--- config.mk ---
export PLATFORM = sky130hd
export DESIGN_NAME = dual_range_current_sensor_select_unit
export DESIGN_NICKNAME = d
export VERILOG_FILES = /design/src/rtl/drcs_pkg.sv /design/src/rtl/drcs_cfg.sv /design/src/rtl/drcs_front.sv /design/src/rtl/drcs_fifo.sv /design/src/rtl/drcs_back.sv /design/src/rtl/dual_range_current_sensor_select_unit.sv
export SDC_FILE = /design/constraint.sdc
export NUM_CORES = 1
export LEC_CHECK = 0
export BUFFER_PORTS_ARGS = -buffer_cell sky130_fd_sc_hd__buf_2
export CORE_ASPECT_RATIO = 0.9
export CORE_UTILIZATION = 62
export CTS_CLUSTER_DIAMETER = 30
export CTS_CLUSTER_SIZE = 8
export DETAILED_ROUTE_END_ITERATION = 12
export PLACE_DENSITY_LB_ADDON = 0.05
export REMOVE_ABC_BUFFERS = 1
export SYNTH_ARGS = -nofsm -noshare
export SYNTH_HDL_FRONTEND = slang
export SYNTH_SLANG_ARGS = --single-unit
export TNS_END_PERCENT = 100
--- constraint.sdc ---
create_clock -name clk -period 9.7 [get_ports clk]
set_input_delay 1.94 -clock clk [delete_from_list [all_inputs] [get_ports clk]]
set_output_delay 1.94 -clock clk [all_outputs]
set_load 0.005 [all_outputs]
--- src/rtl/drcs_pkg.sv ---
`timescale 1ns / 1ps
// ----------------------------------------------------------------------------
// drcs_pkg: shared types and constants of the current sensor select unit
// Register map, channel status codes, queue entry format and limits.
// ----------------------------------------------------------------------------
package drcs_pkg;

  localparam int unsigned SAMPLE_W = 12;
  localparam int unsigned CUR_W    = 24;
  localparam int unsigned MAG_W    = 23;
  localparam int unsigned SENS_W   = 24;

  localparam int unsigned FINE_SENS_Q16   = 65536;
  localparam int unsigned COARSE_SENS_Q16 = 655360;

  localparam logic signed [CUR_W-1:0] CUR_MAX = 24'sh7FFFFF;
  localparam logic signed [CUR_W-1:0] CUR_MIN = 24'sh800000;

  localparam int unsigned CFG_ADDR_W = 5;
  localparam int unsigned CFG_DATA_W = 32;

  // reset values of the configuration registers
  localparam logic [SAMPLE_W-1:0] RST_SAMPLE_MIN = 12'd0;
  localparam logic [SAMPLE_W-1:0] RST_SAMPLE_MAX = 12'd4095;
  localparam logic [SAMPLE_W-1:0] RST_ZERO_OFFS  = 12'd2048;
  localparam logic [MAG_W-1:0]    RST_FINE_SAT   = 23'd8388607;
  localparam logic [MAG_W-1:0]    RST_DEADZONE   = 23'd0;

  typedef enum logic [2:0] {
    REG_FINE_MIN     = 3'd0,
    REG_FINE_MAX     = 3'd1,
    REG_COARSE_MIN   = 3'd2,
    REG_COARSE_MAX   = 3'd3,
    REG_FINE_OFFS    = 3'd4,
    REG_COARSE_OFFS  = 3'd5,
    REG_FINE_SAT     = 3'd6,
    REG_DEADZONE     = 3'd7
  } reg_idx_t;

  typedef enum logic [1:0] {
    ST_VALID          = 2'd0,
    ST_SAMPLE_INVALID = 2'd1,
    ST_CONFIG_INVALID = 2'd2
  } status_t;

  // what the back end does with a classified sample
  typedef enum logic [1:0] {
    ACT_HOLD = 2'd0,  // channel window misconfigured: no state change
    ACT_DROP = 2'd1,  // sample outside window: channel invalid, current zeroed
    ACT_LOAD = 2'd2   // valid sample: store current and reselect
  } act_t;

  typedef struct packed {
    logic [SAMPLE_W-1:0] fine_min;
    logic [SAMPLE_W-1:0] fine_max;
    logic [SAMPLE_W-1:0] coarse_min;
    logic [SAMPLE_W-1:0] coarse_max;
    logic [SAMPLE_W-1:0] fine_offs;
    logic [SAMPLE_W-1:0] coarse_offs;
    logic [MAG_W-1:0]    fine_sat;
    logic [MAG_W-1:0]    deadzone;
  } cfg_t;

  typedef struct packed {
    logic                    coarse;
    act_t                    act;
    logic signed [CUR_W-1:0] cur;
    logic                    clip;
  } entry_t;

  localparam int unsigned QUEUE_DEPTH = 2;
  localparam int unsigned QPTR_W      = $clog2(QUEUE_DEPTH);
  localparam int unsigned QCNT_W      = $clog2(QUEUE_DEPTH + 1);

endpackage

--- src/rtl/drcs_cfg.sv ---
`timescale 1ns / 1ps
// ----------------------------------------------------------------------------
// drcs_cfg: APB register file
// Eight window, offset and threshold registers at 4-byte stride.
// ----------------------------------------------------------------------------
module drcs_cfg (
  input  logic                                clk,
  input  logic                                rst_n,
  input  logic                                cfg_psel,
  input  logic                                cfg_penable,
  input  logic                                cfg_pwrite,
  input  logic [drcs_pkg::CFG_ADDR_W-1:0]     cfg_paddr,
  input  logic [drcs_pkg::CFG_DATA_W-1:0]     cfg_pwdata,
  output logic [drcs_pkg::CFG_DATA_W-1:0]     cfg_prdata,
  output logic                                cfg_pready,
  output drcs_pkg::cfg_t                      cfg_o
);

  drcs_pkg::cfg_t     cfg_r;
  drcs_pkg::reg_idx_t idx;
  logic               wr_en;

  assign idx        = drcs_pkg::reg_idx_t'(cfg_paddr[4:2]);
  assign cfg_pready = 1'b1;
  assign wr_en      = cfg_psel & cfg_penable & cfg_pwrite & cfg_pready;
  assign cfg_o      = cfg_r;

  always_ff @(posedge clk) begin
    if (!rst_n) begin
      cfg_r.fine_min    <= drcs_pkg::RST_SAMPLE_MIN;
      cfg_r.fine_max    <= drcs_pkg::RST_SAMPLE_MAX;
      cfg_r.coarse_min  <= drcs_pkg::RST_SAMPLE_MIN;
      cfg_r.coarse_max  <= drcs_pkg::RST_SAMPLE_MAX;
      cfg_r.fine_offs   <= drcs_pkg::RST_ZERO_OFFS;
      cfg_r.coarse_offs <= drcs_pkg::RST_ZERO_OFFS;
      cfg_r.fine_sat    <= drcs_pkg::RST_FINE_SAT;
      cfg_r.deadzone    <= drcs_pkg::RST_DEADZONE;
    end else if (wr_en) begin
      case (idx)
        drcs_pkg::REG_FINE_MIN:    cfg_r.fine_min    <= cfg_pwdata[11:0];
        drcs_pkg::REG_FINE_MAX:    cfg_r.fine_max    <= cfg_pwdata[11:0];
        drcs_pkg::REG_COARSE_MIN:  cfg_r.coarse_min  <= cfg_pwdata[11:0];
        drcs_pkg::REG_COARSE_MAX:  cfg_r.coarse_max  <= cfg_pwdata[11:0];
        drcs_pkg::REG_FINE_OFFS:   cfg_r.fine_offs   <= cfg_pwdata[11:0];
        drcs_pkg::REG_COARSE_OFFS: cfg_r.coarse_offs <= cfg_pwdata[11:0];
        drcs_pkg::REG_FINE_SAT:    cfg_r.fine_sat    <= cfg_pwdata[22:0];
        drcs_pkg::REG_DEADZONE:    cfg_r.deadzone    <= cfg_pwdata[22:0];
        default: ;
      endcase
    end
  end

  always_comb begin
    case (idx)
      drcs_pkg::REG_FINE_MIN:    cfg_prdata = {20'd0, cfg_r.fine_min};
      drcs_pkg::REG_FINE_MAX:    cfg_prdata = {20'd0, cfg_r.fine_max};
      drcs_pkg::REG_COARSE_MIN:  cfg_prdata = {20'd0, cfg_r.coarse_min};
      drcs_pkg::REG_COARSE_MAX:  cfg_prdata = {20'd0, cfg_r.coarse_max};
      drcs_pkg::REG_FINE_OFFS:   cfg_prdata = {20'd0, cfg_r.fine_offs};
      drcs_pkg::REG_COARSE_OFFS: cfg_prdata = {20'd0, cfg_r.coarse_offs};
      drcs_pkg::REG_FINE_SAT:    cfg_prdata = {9'd0, cfg_r.fine_sat};
      drcs_pkg::REG_DEADZONE:    cfg_prdata = {9'd0, cfg_r.deadzone};
      default:                   cfg_prdata = '0;
    endcase
  end

endmodule

--- src/rtl/drcs_front.sv ---
`timescale 1ns / 1ps
// ----------------------------------------------------------------------------
// drcs_front: sample classification and scaling
// Checks the channel window, then scales (sample - offset) by the channel
// sensitivity, rounds to mA and saturates to 24 bits.
// ----------------------------------------------------------------------------
module drcs_front #(
  parameter int unsigned FINE_SENS   = drcs_pkg::FINE_SENS_Q16,
  parameter int unsigned COARSE_SENS = drcs_pkg::COARSE_SENS_Q16
) (
  input  logic                              coarse_i,
  input  logic [drcs_pkg::SAMPLE_W-1:0]     sample_i,
  input  drcs_pkg::cfg_t                    cfg_i,
  output drcs_pkg::entry_t                  entry_o
);

  localparam int unsigned DIFF_W = drcs_pkg::SAMPLE_W + 1;
  localparam int unsigned K_W    = drcs_pkg::SENS_W + 1;
  localparam int unsigned PROD_W = DIFF_W + K_W;

  localparam logic signed [K_W-1:0] FINE_K   = K_W'(FINE_SENS);
  localparam logic signed [K_W-1:0] COARSE_K = K_W'(COARSE_SENS);

  logic [drcs_pkg::SAMPLE_W-1:0] mn, mx, offs;
  logic signed [K_W-1:0]         k;
  logic signed [DIFF_W-1:0]      diff;
  logic signed [PROD_W-1:0]      prod, rnd, q;
  logic                          cfg_ok, in_win, clip_hi, clip_lo;

  always_comb begin
    mn   = coarse_i ? cfg_i.coarse_min  : cfg_i.fine_min;
    mx   = coarse_i ? cfg_i.coarse_max  : cfg_i.fine_max;
    offs = coarse_i ? cfg_i.coarse_offs : cfg_i.fine_offs;
    k    = coarse_i ? COARSE_K : FINE_K;

    diff = $signed({1'b0, sample_i}) - $signed({1'b0, offs});
    prod = PROD_W'(diff) * PROD_W'(k);
    // round half up, then floor by 2^16
    rnd  = prod + PROD_W'(32768);
    q    = rnd >>> 16;

    clip_hi = q > PROD_W'(drcs_pkg::CUR_MAX);
    clip_lo = q < PROD_W'(drcs_pkg::CUR_MIN);

    cfg_ok = mn < mx;
    in_win = (sample_i >= mn) && (sample_i <= mx);

    entry_o.coarse = coarse_i;
    if (!cfg_ok) begin
      entry_o.act = drcs_pkg::ACT_HOLD;
    end else if (!in_win) begin
      entry_o.act = drcs_pkg::ACT_DROP;
    end else begin
      entry_o.act = drcs_pkg::ACT_LOAD;
    end
    if (clip_hi) begin
      entry_o.cur = drcs_pkg::CUR_MAX;
    end else if (clip_lo) begin
      entry_o.cur = drcs_pkg::CUR_MIN;
    end else begin
      entry_o.cur = q[drcs_pkg::CUR_W-1:0];
    end
    entry_o.clip = (clip_hi | clip_lo) & cfg_ok & in_win;
  end

endmodule

--- src/rtl/drcs_fifo.sv ---
`timescale 1ns / 1ps
// ----------------------------------------------------------------------------
// drcs_fifo: short queue between front and back end
// Flop-based, two entries; ready while not full.
// ----------------------------------------------------------------------------
module drcs_fifo (
  input  logic             clk,
  input  logic             rst_n,
  input  logic             push_i,
  input  drcs_pkg::entry_t wdata_i,
  output logic             full_o,
  input  logic             pop_i,
  output logic             nempty_o,
  output drcs_pkg::entry_t rdata_o
);

  drcs_pkg::entry_t                mem_r [drcs_pkg::QUEUE_DEPTH];
  logic [drcs_pkg::QPTR_W-1:0]     wr_ptr_r, wr_ptr_nxt, rd_ptr_r, rd_ptr_nxt;
  logic [drcs_pkg::QCNT_W-1:0]     cnt_r, cnt_nxt;

  assign full_o   = cnt_r == drcs_pkg::QCNT_W'(drcs_pkg::QUEUE_DEPTH);
  assign nempty_o = cnt_r != '0;
  assign rdata_o  = mem_r[rd_ptr_r];

  always_comb begin
    wr_ptr_nxt = wr_ptr_r;
    rd_ptr_nxt = rd_ptr_r;
    cnt_nxt    = cnt_r;
    if (push_i) begin
      wr_ptr_nxt = (wr_ptr_r == drcs_pkg::QPTR_W'(drcs_pkg::QUEUE_DEPTH - 1)) ?
                   '0 : wr_ptr_r + 1'b1;
    end
    if (pop_i) begin
      rd_ptr_nxt = (rd_ptr_r == drcs_pkg::QPTR_W'(drcs_pkg::QUEUE_DEPTH - 1)) ?
                   '0 : rd_ptr_r + 1'b1;
    end
    case ({push_i, pop_i})
      2'b10:   cnt_nxt = cnt_r + 1'b1;
      2'b01:   cnt_nxt = cnt_r - 1'b1;
      default: cnt_nxt = cnt_r;
    endcase
  end

  always_ff @(posedge clk) begin
    if (!rst_n) begin
      wr_ptr_r <= '0;
      rd_ptr_r <= '0;
      cnt_r    <= '0;
    end else begin
      wr_ptr_r <= wr_ptr_nxt;
      rd_ptr_r <= rd_ptr_nxt;
      cnt_r    <= cnt_nxt;
    end
  end

  always_ff @(posedge clk) begin
    if (push_i) begin
      mem_r[wr_ptr_r] <= wdata_i;
    end
  end

endmodule

--- src/rtl/drcs_back.sv ---
`timescale 1ns / 1ps
// ----------------------------------------------------------------------------
// drcs_back: channel state, range selection and result register
// Applies one queued sample per cycle while the result beat is not stalled,
// reselects the sensor current and holds the result beat until it is taken.
// ----------------------------------------------------------------------------
module drcs_back (
  input  logic                              clk,
  input  logic                              rst_n,
  input  drcs_pkg::cfg_t                    cfg_i,
  input  logic                              q_nempty_i,
  input  drcs_pkg::entry_t                  q_entry_i,
  output logic                              q_pop_o,
  output logic                              out_tvalid,
  input  logic                              out_tready,
  output logic [31:0]                       out_tdata
);

  localparam int unsigned CW = drcs_pkg::CUR_W;
  localparam int unsigned EW = CW + 1;

  logic signed [CW-1:0] fine_cur_r, fine_cur_nxt, coarse_cur_r, coarse_cur_nxt;
  logic signed [CW-1:0] sensor_r, sensor_nxt, sel;
  logic                 fine_valid_r, fine_valid_nxt, coarse_valid_r, coarse_valid_nxt;
  logic                 out_valid_r, out_valid_nxt;
  logic [31:0]          out_data_r, out_data_nxt;
  logic signed [EW-1:0] fine_e, sel_e, sat_e, dz_e;
  logic                 reselect;
  drcs_pkg::status_t    fine_st, coarse_st;

  assign q_pop_o    = q_nempty_i & (~out_valid_r | out_tready);
  assign out_tvalid = out_valid_r;
  assign out_tdata  = out_data_r;

  always_comb begin
    fine_cur_nxt     = fine_cur_r;
    coarse_cur_nxt   = coarse_cur_r;
    fine_valid_nxt   = fine_valid_r;
    coarse_valid_nxt = coarse_valid_r;
    reselect         = 1'b0;

    case (q_entry_i.act)
      drcs_pkg::ACT_DROP: begin
        if (q_entry_i.coarse) begin
          coarse_valid_nxt = 1'b0;
          coarse_cur_nxt   = '0;
        end else begin
          fine_valid_nxt = 1'b0;
          fine_cur_nxt   = '0;
        end
      end
      drcs_pkg::ACT_LOAD: begin
        reselect = 1'b1;
        if (q_entry_i.coarse) begin
          coarse_valid_nxt = 1'b1;
          coarse_cur_nxt   = q_entry_i.cur;
        end else begin
          fine_valid_nxt = 1'b1;
          fine_cur_nxt   = q_entry_i.cur;
        end
      end
      default: ;
    endcase

    // fine range unless it lies outside +/- saturation
    fine_e = EW'(fine_cur_nxt);
    sat_e  = $signed({2'b00, cfg_i.fine_sat});
    dz_e   = $signed({2'b00, cfg_i.deadzone});
    sel    = (fine_e > sat_e || fine_e < -sat_e) ? coarse_cur_nxt : fine_cur_nxt;
    sel_e  = EW'(sel);
    if (sel_e < dz_e && sel_e > -dz_e) begin
      sel = '0;
    end
    sensor_nxt = reselect ? sel : sensor_r;

    if (cfg_i.fine_min >= cfg_i.fine_max) begin
      fine_st = drcs_pkg::ST_CONFIG_INVALID;
    end else begin
      fine_st = fine_valid_nxt ? drcs_pkg::ST_VALID : drcs_pkg::ST_SAMPLE_INVALID;
    end
    if (cfg_i.coarse_min >= cfg_i.coarse_max) begin
      coarse_st = drcs_pkg::ST_CONFIG_INVALID;
    end else begin
      coarse_st = coarse_valid_nxt ? drcs_pkg::ST_VALID : drcs_pkg::ST_SAMPLE_INVALID;
    end

    out_valid_nxt = out_valid_r & ~out_tready;
    out_data_nxt  = out_data_r;
    if (q_pop_o) begin
      out_valid_nxt = 1'b1;
      out_data_nxt  = {3'd0, q_entry_i.clip, coarse_st, fine_st, sensor_nxt};
    end
  end

  always_ff @(posedge clk) begin
    if (!rst_n) begin
      fine_cur_r     <= '0;
      coarse_cur_r   <= '0;
      sensor_r       <= '0;
      fine_valid_r   <= 1'b0;
      coarse_valid_r <= 1'b0;
      out_valid_r    <= 1'b0;
    end else begin
      out_valid_r <= out_valid_nxt;
      if (q_pop_o) begin
        fine_cur_r     <= fine_cur_nxt;
        coarse_cur_r   <= coarse_cur_nxt;
        sensor_r       <= sensor_nxt;
        fine_valid_r   <= fine_valid_nxt;
        coarse_valid_r <= coarse_valid_nxt;
      end
    end
  end

  always_ff @(posedge clk) begin
    out_data_r <= out_data_nxt;
  end

endmodule

--- src/rtl/dual_range_current_sensor_select_unit.sv ---
`timescale 1ns / 1ps
// ----------------------------------------------------------------------------
// dual_range_current_sensor_select_unit: dual-range current sensor select
// Scales fine/coarse ADC samples to mA and selects the sensor current.
// ----------------------------------------------------------------------------
//   port group | dir | beat contents
//   in_*       | in  | tuser: channel_sel; tdata: adc_sample
//   out_*      | out | tdata: current_ma, fine/coarse status, clipped
//   cfg_*      | in  | APB writes/reads of the eight registers
//
// One sample per clock sustained while out_tready stays high; each result beat
// is registered in the queue and then in the result register. The front end
// classifies and scales (one multiplier) in the accepting cycle; the back end
// updates state from the queue head (a two-entry queue) when it can pop.
// Reset is synchronous; channel state and config registers return to defaults.
// in_tready drops only while the queue is full because out_tready is low.
// ----------------------------------------------------------------------------
module dual_range_current_sensor_select_unit #(
  parameter int unsigned FINE_SENS   = drcs_pkg::FINE_SENS_Q16,
  parameter int unsigned COARSE_SENS = drcs_pkg::COARSE_SENS_Q16
) (
  input  logic                            clk,
  input  logic                            rst_n,
  input  logic                            in_tvalid,
  output logic                            in_tready,
  input  logic [15:0]                     in_tdata,   // [11:0] adc_sample
  input  logic                            in_tuser,   // [0] channel_sel
  output logic                            out_tvalid,
  input  logic                            out_tready,
  // [23:0] current_ma, [25:24] fine_status, [27:26] coarse_status, [28] clipped
  output logic [31:0]                     out_tdata,
  input  logic                            cfg_psel,
  input  logic                            cfg_penable,
  input  logic                            cfg_pwrite,
  input  logic [drcs_pkg::CFG_ADDR_W-1:0] cfg_paddr,
  input  logic [drcs_pkg::CFG_DATA_W-1:0] cfg_pwdata,
  output logic [drcs_pkg::CFG_DATA_W-1:0] cfg_prdata,
  output logic                            cfg_pready
);

  drcs_pkg::cfg_t   cfg;
  drcs_pkg::entry_t f_entry, q_entry;
  logic             q_full, q_nempty, q_pop, push;

  assign in_tready = ~q_full;
  assign push      = in_tvalid & in_tready;

  drcs_cfg u_cfg (
    .clk         (clk),
    .rst_n       (rst_n),
    .cfg_psel    (cfg_psel),
    .cfg_penable (cfg_penable),
    .cfg_pwrite  (cfg_pwrite),
    .cfg_paddr   (cfg_paddr),
    .cfg_pwdata  (cfg_pwdata),
    .cfg_prdata  (cfg_prdata),
    .cfg_pready  (cfg_pready),
    .cfg_o       (cfg)
  );

  drcs_front #(
    .FINE_SENS   (FINE_SENS),
    .COARSE_SENS (COARSE_SENS)
  ) u_front (
    .coarse_i (in_tuser),
    .sample_i (in_tdata[11:0]),
    .cfg_i    (cfg),
    .entry_o  (f_entry)
  );

  drcs_fifo u_fifo (
    .clk      (clk),
    .rst_n    (rst_n),
    .push_i   (push),
    .wdata_i  (f_entry),
    .full_o   (q_full),
    .pop_i    (q_pop),
    .nempty_o (q_nempty),
    .rdata_o  (q_entry)
  );

  drcs_back u_back (
    .clk        (clk),
    .rst_n      (rst_n),
    .cfg_i      (cfg),
    .q_nempty_i (q_nempty),
    .q_entry_i  (q_entry),
    .q_pop_o    (q_pop),
    .out_tvalid (out_tvalid),
    .out_tready (out_tready),
    .out_tdata  (out_tdata)
  );

endmodule

==> results by group <==
Route
  • Vias per cell: 6.08
  • Top Layer Used: met4
  • M1 WL: approximately 24,000 um
  • Met3 Wirelength: between 3000 and 4000 um
  • Met2 routed WL: between 20,000 and 25,000 um
  • Routed length per placed instance: just under 20 um
  • # DRC: 0
  • Routed WL: 54,000 um
  • DR iter-0 viols: between 1,000 and 1,500
  • Antenna-violating nets left: 0
  • Vias: around 17,000
  • First drt pass iteration count: 7

Flow run
  • Maximum capacitance violations: 0

Timing
  • Setup tns final: 0 ns
  • Final hold violation count: 0
  • Slew Limit Fails: 0
  • Relative slew margins: 0.211
  • RSZ-0062 raised after global routing: false
  • Final setup violating endpoints: 0
  • Least-Margin Pin Slew: about 1.2 ns
  • Setup Skew: 0.0411 ns
  • Fin crit period: ~9 ns
  • Final period util: 0.904
  • Fmax: between 100 and 150 MHz

Critical path
  • CP most frequent cell: ha_1
  • Kind of launch point of the worst setup path: input port
  • Reg2Reg Setup Slack: around 1.5 ns
  • CP top delay family: adder cells
  • Worst Path Max Fanout: 12
  • CP endpoint kind: flip-flop
  • Slowest-stage cell, CP: fa_1
  • CP Class: in2reg
  • Reg2reg path depth: 24
  • CP Buf/Inv Count: 4
  • Max incr delay on CP: 0.54 ns
  • Crit path DAT: slightly above 9 ns
  • CP Data Required Time: between 10 and 15 ns
  • R2R Path End: u_back.out_tdata[20]$_DFFE_PP_

Synth
  • Synthesized area: 19,600 um^2
  • Largest area contributor in the netlist: dfxtp_1
  • Synth top area share: 0.202
  • Register area share after synthesis: 0.317
  • Synth warn: 0
  • Mapped Cells: roughly 2,200
  • EDFF count, synth: 75
  • Area contributors post-synth: dfxtp_1, ha_1, edfxtp_1, nand2_1, a21boi_0
  • Syn Area/Cell: 8.82 um^2
  • Number of synthesized register bits: around 270
  • Synth async-reset ratio: 0
  • Synth Flop Type: dfxtp_1
  • Synth cell types: 77

Die
  • Io pins: ~130
  • Initial core utilization: 0.632
  • Die W: between 150 and 200 um
  • Die Height: 171 um
  • Row count: between 60 and 70
  • Core area: slightly above 30,000 um^2
  • Die area: 32,300 um^2

Min path
  • Hold Path Depth: 1
  • Hold crit path type: reg2reg
  • Hold EP: u_back.sensor_r[21]$_SDFFE_PN0P_
  • Hold Crit Start: u_back.sensor_r[21]$_SDFFE_PN0P_

Clocking
  • Clock Pin Slew Worst Setup and Hold Paths: 0.05 ns
  • CTS Hold Bufs: 0
  • Max clock buf depth: 3
  • # H-tree levels: 2
  • Clock tree sinks: roughly 270
  • CTS tree: done
  • Root Driver: clkbuf_16
  • Cts repair resizes: 0
  • Total CTS buffers: between 50 and 60
  • Worst skew pair latency: between 0.6 and 0.7 ns
  • Post-CTS setup buffers: 0

Placed design
  • Buffers on Ports: 99
  • Placed wire-length estimate: between 40,000 and 50,000 um
  • Placed Area: just over 20,000 um^2
  • Placer Congestion: about 0.97

Global routing
  • Initial antenna violation count: 0
  • Pin count of the biggest net entering global routing: between 90 and 100
  • Number of global-route vias before repair: approximately 16,000
  • Total GRT Usage: 0.332
  • First-pass GRT wire length: about 85,000 um
  • Total gr overflow: 0

Final layout
  • Area Overhead vs Synth: 14.1%
  • Fraction of layout cells with a size suffix above 1: 0.128
  • Layout net count: around 2,600
  • Multi-input gate area in the final layout: ~12,000 um^2
  • Antenna diodes: 0
  • Combined flip-flop and latch cell area: a little over 6000 um^2
  • FILL cells: around 2,400
  • Design Area, Final: around 22,000 um^2

Pwr
  • Total power: 6810 uW
  • VDD IR max: roughly 0.27 mV
  • Pwr Density: between 300 and 400 nW/um^2
  • Leak: 0.0101 uW

Status
  • Status: complete, no violations
## report_power, final
part | total, uW | internal [uW] | switching, uW
sequential | 1570 | 1490 | 80.5
combinational | 3180 | 1210 | 1980
clock | 2060 | 1370 | 685
## metrics by stage
| step | worst slack, ns | util | hold WS [ns] | std cells |
|---|---|---|---|---|
| after detailed placement | 0.386 | 0.654 | 0.449 | 2644 |
| after CTS | 0.976 | 0.721 | 0.456 | 2755 |
| after global placement | 0.573 | 0.654 | 0.438 | 2644 |
| after global routing | 0.524 | 0.721 | 0.465 | 2755 |
| final | 0.927 | 0.721 | 0.454 | 2755 |
| after floorplan | 1.55 | - | 0.434 | 2112 |
## cells in the mapped netlist, types with 6 or more instances
cell / count
a211o_1: 6
a211oi_1: 11
a21boi_0: 98
a21o_1: 32
a21oi_1: 123
a221oi_1: 11
a22o_1: 23
a22oi_1: 10
a31o_2: 8
a31oi_1: 7
a32o_1: 23
and2_1: 37
and3_1: 6
buf_1: 10
buf_4: 23
clkbuf_1: 93
dfxtp_1: 198
edfxtp_1: 75
fa_1: 18
ha_1: 257
inv_1: 149
mux2_2: 31
mux2_4: 11
mux2i_1: 55
nand2_1: 324
nand2b_1: 16
nand3_1: 25
nand4_1: 23
nor2_1: 139
nor2b_1: 21
nor3_1: 35
nor4_1: 12
o211a_1: 11
o211ai_1: 54
o21a_1: 17
o21ai_0: 73
o22ai_1: 9
or2_2: 6
xnor2_1: 59
xor2_1: 13
## sequential cells by signal (all words and copies together) (netlist names), named ones only
name / count
u_back.out_tdata: 29
u_back.coarse_cur_r: 24
u_cfg.cfg_o: 118
u_fifo.rd_ptr_r: 1
u_back.out_tvalid: 1
u_back.coarse_valid_r: 1
u_fifo.wr_ptr_r: 1
u_fifo.cnt_r: 2
u_back.fine_valid_r: 1
u_fifo.mem_r: 46
u_back.sensor_r: 24
u_back.fine_cur_r: 24
## cell type report
cell class | instances | area share
flip-flops and latches | 273 | 0.278
clock buffers | 74 | 0.0708
multi-input cells | 1688 | 0.550
well taps | 409 | 0.0229
clock inverters | 37 | 0.0226
repair buffers | 123 | 0.0303
inverters | 151 | 0.0254
## kinds of logic (layout without fill, tap and decap cells)
logic type | count (synthesis) | in the layout | synth area share
flip-flops | 273 | 273 | 0.317
XOR/XNOR | 72 | 72 | 0.0322
buffers and inverters | 281 | 385 | 0.0599
AO/OA/AOI/OAI | 559 | 559 | 0.200
other | 2 | 22 | 0.000383
AND/OR/NAND/NOR | 659 | 659 | 0.149
adder cells (fa/ha/maj) | 275 | 275 | 0.183
multiplexers | 101 | 101 | 0.0589
## worst max-delay path by stage
| stage | from | end | slack, ns | cells after the start |
|---|---|---|---|---|
| 2_1_floorplan | in_tuser | u_fifo.mem_r[0][23]$_DFFE_PP_ | 1.55 | 28 |
| 3_3_place_gp | in_tuser | u_fifo.mem_r[0][23]$_DFFE_PP_ | 0.57 | 29 |
| 3_5_place_dp | in_tuser | u_fifo.mem_r[0][23]$_DFFE_PP_ | 0.39 | 29 |
| 4_1_cts | in_tuser | u_fifo.mem_r[1][23]$_DFFE_PP_ | 0.98 | 29 |
| 5_1_grt | in_tuser | u_fifo.mem_r[1][23]$_DFFE_PP_ | 0.52 | 28 |
| 6_report | in_tuser | u_fifo.mem_r[1][23]$_DFFE_PP_ | 0.93 | 29 |
## per-layer routing
layer / global-route usage / vias to the layer above
met1: 0.448 / 7986
met5: 0 / -
met3: 0.0468 / 114
li1: - / 8047
met2: 0.541 / 596
met4: 0.126 / 0
## cell usage in the layout (no fill, tap or decap), types with 25 or more instances in the layout
cell type	instances
buf_2	98
a21o_1	32
ha_1	257
nand2_1	324
dfxtp_1	198
a21oi_1	123
nor3_1	34
o211ai_1	54
mux2i_1	55
a21boi_0	98
and2_1	37
mux2_2	31
nand3_1	25
inv_1	149
nor2_1	136
o21ai_0	73
buf_4	25
clkbuf_16	59
xnor2_1	59
edfxtp_1	75
No activity file was read; power rests on OpenSTA's default activity.
